### config.mk
export PLATFORM = sky130hd
export DESIGN_NAME = ffha_cell
export DESIGN_NICKNAME = d
export VERILOG_FILES = /design/src/rtl/first_fit_heap_allocator_core_macros.svh /design/src/rtl/ffha_pkg.sv /design/src/rtl/ffha_cell.sv
export SDC_FILE = /design/constraint.sdc
export NUM_CORES = 1
export LEC_CHECK = 0
export BUFFER_PORTS_ARGS = -buffer_cell sky130_fd_sc_hd__buf_2
export CAP_MARGIN = 15
export CORE_MARGIN = 2
export CORE_UTILIZATION = 41
export DETAILED_ROUTE_END_ITERATION = 16
export GPL_TIMING_DRIVEN = 1
export PLACE_DENSITY = 0.91
export RECOVER_POWER = 25
export SYNTH_ARGS = -nofsm -noshare
export SYNTH_HDL_FRONTEND = slang
export SYNTH_SLANG_ARGS = --single-unit
export TNS_END_PERCENT = 5
### constraint.sdc
create_clock -name clk -period 2.4 [get_ports clk]
set_input_delay 0.24 -clock clk [delete_from_list [all_inputs] [get_ports clk]]
set_output_delay 0.24 -clock clk [all_outputs]
set_load 0.02 [all_outputs]
### src/rtl/first_fit_heap_allocator_core_macros.svh
// assertion macros for the allocator rtl
// expects clk and rst_n in the scope of every use
`ifndef FIRST_FIT_HEAP_ALLOCATOR_CORE_MACROS_SVH
`define FIRST_FIT_HEAP_ALLOCATOR_CORE_MACROS_SVH

// condition holds at every edge out of reset
`define FFHA_ASSERT_ALWAYS(lbl, cond, msg) \
  lbl: assert property (@(posedge clk) disable iff (!rst_n) (cond)) else $error(msg);

// antecedent implies consequent in the same cycle
`define FFHA_ASSERT_IMPL(lbl, ante, cons, msg) \
  lbl: assert property (@(posedge clk) disable iff (!rst_n) (ante) |-> (cons)) else $error(msg);

`endif

### src/rtl/ffha_pkg.sv
// shared types, sizes and codes for the first-fit heap allocator
// no dependencies
`default_nettype none
package ffha_pkg;

  localparam int MAX_BLOCKS   = 64;
  localparam int HEAP_BYTES   = 4194304;
  localparam int HEADER_BYTES = 16;
  localparam int MIN_SPLIT    = 32;

  localparam int SZ_W   = 23;
  localparam int ADDR_W = 32;
  localparam int IDX_W  = $clog2(MAX_BLOCKS);
  localparam int CNT_W  = $clog2(MAX_BLOCKS + 1);

  localparam logic [SZ_W-1:0] HDR          = SZ_W'(HEADER_BYTES);
  localparam logic [SZ_W:0]   SPLIT_MARGIN = (SZ_W+1)'(MIN_SPLIT + HEADER_BYTES);

  localparam logic [ADDR_W-1:0] HEAP_BASE_RST = 32'h0010_0000;
  localparam logic [ADDR_W-1:0] TOTAL_MEM_RST = 32'h0400_0000;

  localparam logic CFG_HEAP_BASE = 1'b0;
  localparam logic CFG_TOTAL_MEM = 1'b1;

  localparam logic OP_ALLOC = 1'b0;
  localparam logic OP_FREE  = 1'b1;

  localparam logic [1:0] ST_OK      = 2'd0;
  localparam logic [1:0] ST_ZERO    = 2'd1;
  localparam logic [1:0] ST_NOFIT   = 2'd2;
  localparam logic [1:0] ST_BADADDR = 2'd3;

  typedef struct packed {
    logic [SZ_W-1:0] offset;
    logic [SZ_W-1:0] size;
    logic            free;
  } entry_t;

  localparam entry_t ENTRY_FIRST = '{offset: '0, size: SZ_W'(HEAP_BYTES - HEADER_BYTES),
                                     free: 1'b1};

endpackage
`default_nettype wire

### src/rtl/ffha_cell.sv
// one slot of the block table chain: holds an entry, takes the right neighbor's on shift
// depends on ffha_pkg
`default_nettype none
module ffha_cell (
  input  wire logic            clk,
  input  wire logic            rst_n,
  input  wire logic            shift_en,
  input  wire ffha_pkg::entry_t init,
  input  wire ffha_pkg::entry_t d_in,
  output ffha_pkg::entry_t     q
);
  import ffha_pkg::*;

  entry_t q_r;

  always_ff @(posedge clk) begin
    if (!rst_n) begin
      q_r <= init;
    end else if (shift_en) begin
      q_r <= d_in;
    end
  end

  assign q = q_r;

endmodule
`default_nettype wire

==> flow_summary.yaml, run 1 <==
logic_synthesis:
  synth_enable_flop_cells: 47
  synth.area.top_cells: "edfxtp_1 (68%), mux2_2 (15%), mux2_4 (14%)"
  synth_top_area_share: 0.684
  synth_area_leader_cell: "edfxtp_1"
  ys_warn_count: 0
  synth_common_cells: "edfxtp_1 (47), mux2_2 (28), mux2_4 (19)"
  yosys_most_used_dff: "edfxtp_1"
  yosysSeqAreaShare: 0.684
  ys_types: 6
  synth.net_count: 197
  synth_seq_cells: 47
  synth_most_common_cell: "edfxtp_1"
  syn-cell-area_um2: 2060
  syn_area_per_cell_um2: 20.6
  synthArstFlopShare: 0
  synthCells: 100
cells_and_area:
  final_cells: 316
  area_growth_pct: 41.9
  largest_reg_flops: 47
  diodes: 0
  final_util: 0.612
  final_cell_area_um2: 2930
  drive_gt1_frac: 0.783
  fill_cells: 369
  layout.nets: 345
route:
  routed-via-count: 1419
  antenna_left: 0
  first_iter_violations: 25
  drt-wirelength-per-cell_um: 13.4
  vias_per_cell: 4.49
  dr.pass1.iters: 5
  drc: 0
  wirelength_um: 4250
timing:
  finalCritPeriodShare: 0.637
  rsz0062_at_grt: "false"
  min_period_ns: 1.53
  setup_violations: 0
  tightest_slew_ns: 1.07
  slew_viol_final: 0
  max_freq_mhz: 654
  slew_headroom: 0.289
  finalSetupTns_ns: 0
  hold_viol: 0
global_routing:
  track_usage: 0.143
  grt_pass1_wl_um: 5800
  grt_overflow: 0
  grt_antenna_before_repair: 0
  grt_pass1_vias: 1344
  grt_max_degree: 28
die:
  core_area_um2: 4790
  dieArea_um2: 5610
  initial_core_util: 0.431
  io_pins: 144
  die-height_um: 74.9
  die_w_um: 74.9
  rows: 25
worst_hold_path:
  hold_class: "in2reg"
  min-delay-start: "d_in[31]"
power_and_ir_drop:
  ir_drop_mv: 0.383
  p_per_area_nw_per_um2: 638
  leakagePower_nw: 1.36
flow_run:
  drv_cap: 0
clock_tree:
  cts_tree: "yes"
  cts_resized: 0
  hold_buffers: 0
  cts.clk_slew.worst_paths_ns: 0.08
  clock-sinks: 47
  cts_setup_buffers: 0
  cts.path.max_buffers: 2
  cts_buffers: 5
  h-tree-depth: 2
  cts-root-buf: "clkbuf_8"
critical_path:
  start_kind: "input pin"
  crit_path_start: "rst_n"
  endpoint_kind: "flop"
  cpMaxStageDelayCell: "clkbuf_1"
  crit_chain: "clkbuf_1 -> clkbuf_1 -> mux2_2"
  cp.arrival_ns: 1.56
  crit_buf_inv: 2
  cpMostUsedCell: "clkbuf_1"
  slowest_delay_ns: 0.77
  critPathRequiredTime_ns: 2.43
  cp_max_fo: 20
  path_class: "in2reg"
  crit_family: "buffers and inverters"
place:
  placed_area_um2: 2860
  gp_congestion: 0.692
  dp_cells: 308
  io_buffers: 143
run_status:
  status: "complete, no violations"
layer usage:
layer / global-route usage / up-vias / part of all wire
li1: - / 686 / -
met1: 0.124 / 646 / 0.31
met2: 0.273 / 80 / 0.56
met3: 0.0669 / 7 / 0.11
met4: 0.0675 / 0 / 0.016
met5: 0 / - / 0
layout by cell type (no fill, tap or decap), drive strengths merged:
| cell type | count |
|---|---|
| buf | 143 |
| mux2 | 47 |
| edfxtp | 47 |
| clkinv | 2 |
| nand2b | 1 |
| clkbuf | 9 |
per-stage QoR:
stage	power [mW]	hold WS, ns	setup WS, ns
6_report	1.87	0.246	0.870
2_1_floorplan	1.28	0.457	0.375
4_1_cts	1.89	0.238	1.29
3_3_place_gp	1.45	0.540	0.974
5_1_grt	1.95	0.231	0.764
3_5_place_dp	1.46	0.543	0.975
cells by family after synthesis:
group	after synthesis	share of synthesized area
mux	47	0.291
flops	47	0.684
buf+inv	5	0.0212
simple gates	1	0.00304
power by group:
part,internal [mW],switching [mW]
Clock,0.199,0.236
Combinational,0.187,0.217
Sequential,1.01,0.0195
Total,1.39,0.473
worst paths after layout:
kind  slack, ns  depth (start not counted)  endpoint
max        0.87                          3      q[8]
min        0.25                          2     q[31]
area by class of cell:
type / instances / area (µm²) / share of cell area
clock buffer: 6 / 72.6 / 0.0248
clock inverter: 2 / 7.51 / 0.00257
tap: 67 / 83.8 / 0.0286
timing repair buffer: 146 / 744 / 0.254
multi-input combinational: 48 / 607 / 0.207
sequential: 47 / 1410 / 0.482
No activity file was read; power rests on OpenSTA's default activity.
==> run 2, diff against run 1 <==
Settings changed: ABC_AREA set to 1, CORE_UTILIZATION 41 to 40, PLACE_DENSITY 0.91 to 0.9.
Clock period 2.4 ns to 1.5 ns, I/O delays scaled along.
==> run 2 against run 1 <==
Against the previous run:
- core utilization down 1.6 points
- critical path type unchanged
- global-route usage up 3.3 points
- largest cell class unchanged
- highest routed layer unchanged
- non-clock buffer count unchanged
==> flow_summary.yaml, run 2 <==
clock_tree:
  clock-sinks: 47
  cts.path.max_buffers: 2
  cts_tree: "yes"
  cts_resized: 0
  h-tree-depth: 2
  cts-root-buf: "clkbuf_8"
  cts_buffers: 5
  cts_setup_buffers: 0
  hold_buffers: 0
  cts.clk_slew.worst_paths_ns: 0.08
global_routing:
  grt_pass1_wl_um: 7320
  grt_pass1_vias: 1761
  grt_antenna_before_repair: 0
  track_usage: 0.177
  grt_max_degree: 48
  grt_overflow: 0
critical_path:
  start_kind: "input pin"
  endpoint_kind: "flop"
  cp_max_fo: 27
  cp.arrival_ns: 1.01
  crit_chain: "buf_2 -> nand2_1 -> clkbuf_2"
  crit_path_start: "rst_n"
  path_class: "in2reg"
  slowest_delay_ns: 0.53
  critPathRequiredTime_ns: 1.43
  cpMaxStageDelayCell: "clkbuf_2"
place:
  dp_cells: 404
  dpl.hpwl_um: 3570
  io_buffers: 143
  placed_area_um2: 2780
  gp_congestion: 0.766
route:
  drc: 0
  drt-wirelength-per-cell_um: 11.5
  dr.pass1.iters: 4
  vias_per_cell: 4.36
  antenna_left: 0
  first_iter_violations: 70
  wirelength_um: 4730
  routed-via-count: 1795
timing:
  slew_headroom: 0.501
  finalCritPeriodShare: 0.722
  finalSetupTns_ns: 0
  hold_viol: 0
  slew_viol_final: 0
  tightest_slew_ns: 0.748
  rsz0062_at_grt: "false"
  min_period_ns: 1.08
  max_freq_mhz: 923
  setup_violations: 0
die:
  io_pins: 144
  core_area_um2: 4790
  dieArea_um2: 5610
  initial_core_util: 0.420
  die-height_um: 74.9
  rows: 25
  die_w_um: 74.9
cells_and_area:
  largest_reg_flops: 47
  ff_latch_area_um2: 1410
  layout.nets: 441
  diodes: 0
  final_cells: 412
  drive_gt1_frac: 0.441
  mostFrequentLayoutCells: "buf_2 (143), nand2_1 (142), edfxtp_1 (47)"
  fill_cells: 431
  layout_commonest_cell: "buf_2"
  area_growth_pct: 41.6
  final_cell_area_um2: 2850
  multi_input_area_um2: 533
logic_synthesis:
  yosys_most_used_dff: "edfxtp_1"
  syn_area_per_cell_um2: 10.0
  synth_enable_flop_cells: 47
  synth_common_cells: "nand2_1 (142), edfxtp_1 (47), buf_2 (6)"
  yosysSeqAreaShare: 0.701
  ys_types: 6
  synth_most_common_cell: "nand2_1"
  synth.area.top_cells: "edfxtp_1 (70%), nand2_1 (26%), buf_2 (1.5%)"
  synth_seq_cells: 47
  synthArstFlopShare: 0
  synthCells: 201
  synth_area_leader_cell: "edfxtp_1"
  syn-cell-area_um2: 2010
  synth.net_count: 298
  synth_top_area_share: 0.701
  ys_warn_count: 0
flow_run:
  drv_cap: 0
worst_hold_path:
  min-delay-start: "init[17]"
  hold_class: "in2reg"
power_and_ir_drop:
  p_per_area_nw_per_um2: 1040
  leakagePower_nw: 1.53
  ir_drop_mv: 0.674
run_status:
  status: "complete, no violations"
[run 2: cell count changes in the layout (fill, tap and decap cells not counted)]
cell	previous run	this run
inv_1	0	1
buf_2	141	143
clkbuf_1	4	1
clkbuf_2	0	2
inv_2	0	1
mux2_4	19	0
nand2b_1	1	0
nand2_1	0	142
mux2_2	28	0
buf_12	1	0
[run 2: cell type report]
cell class | count | share of cell area
repair buffers | 146 | 0.257
inverters | 2 | 0.00264
clock inverters | 2 | 0.00264
well taps | 67 | 0.0294
multi-input cells | 142 | 0.187
clock buffers | 6 | 0.0255
flip-flops and latches | 47 | 0.495
[run 2: cells by family (layout without fill, tap and decap cells)]
logic type	after synthesis	in the layout	share of synthesized area
buffers and inverters	12	156	0.0336
DFF	47	47	0.701
and+or+nand+nor	142	142	0.265
[run 2: metrics by stage]
step | setup WS, ns | power, mW | utilization | hold WS (ns)
floorplan | 0.217 | 2.01 | - | 0.329
global placement | 0.241 | 2.28 | 0.580 | 0.413
detailed placement | 0.132 | 2.29 | 0.580 | 0.416
CTS | 0.437 | 3.00 | 0.597 | 0.108
global route | 0.312 | 3.11 | 0.595 | 0.115
finish | 0.417 | 2.95 | 0.595 | 0.119
[run 2: where the power goes]
part / leakage [nW] / switching, mW / internal [mW] / total (mW)
clock: 0.0403 / 0.381 / 0.318 / 0.699
sequential: 0.484 / 0.0288 / 1.61 / 1.64
combinational: 1.01 / 0.387 / 0.227 / 0.614
[run 2: path summary, 6_finish.rpt]
path | end | slack (ns) | cells past startpoint
worst max-delay path | q[23] | 0.42 | 3
worst min-delay path | q[17] | 0.12 | 3
[run 2: critical path: cells and delay by family]
family	cells	cell delay, ns
buffers and inverters	2	0.72
AND/OR/NAND/NOR	1	0.12
[run 2: per-layer routing]
metal | vias to the layer above | track usage | routed length, µm
met5 | - | 0 | 0
met1 | 780 | 0.169 | 1670
met3 | 8 | 0.0576 | 422
met4 | 0 | 0.0694 | 86
met2 | 84 | 0.343 | 2560
li1 | 923 | - | -
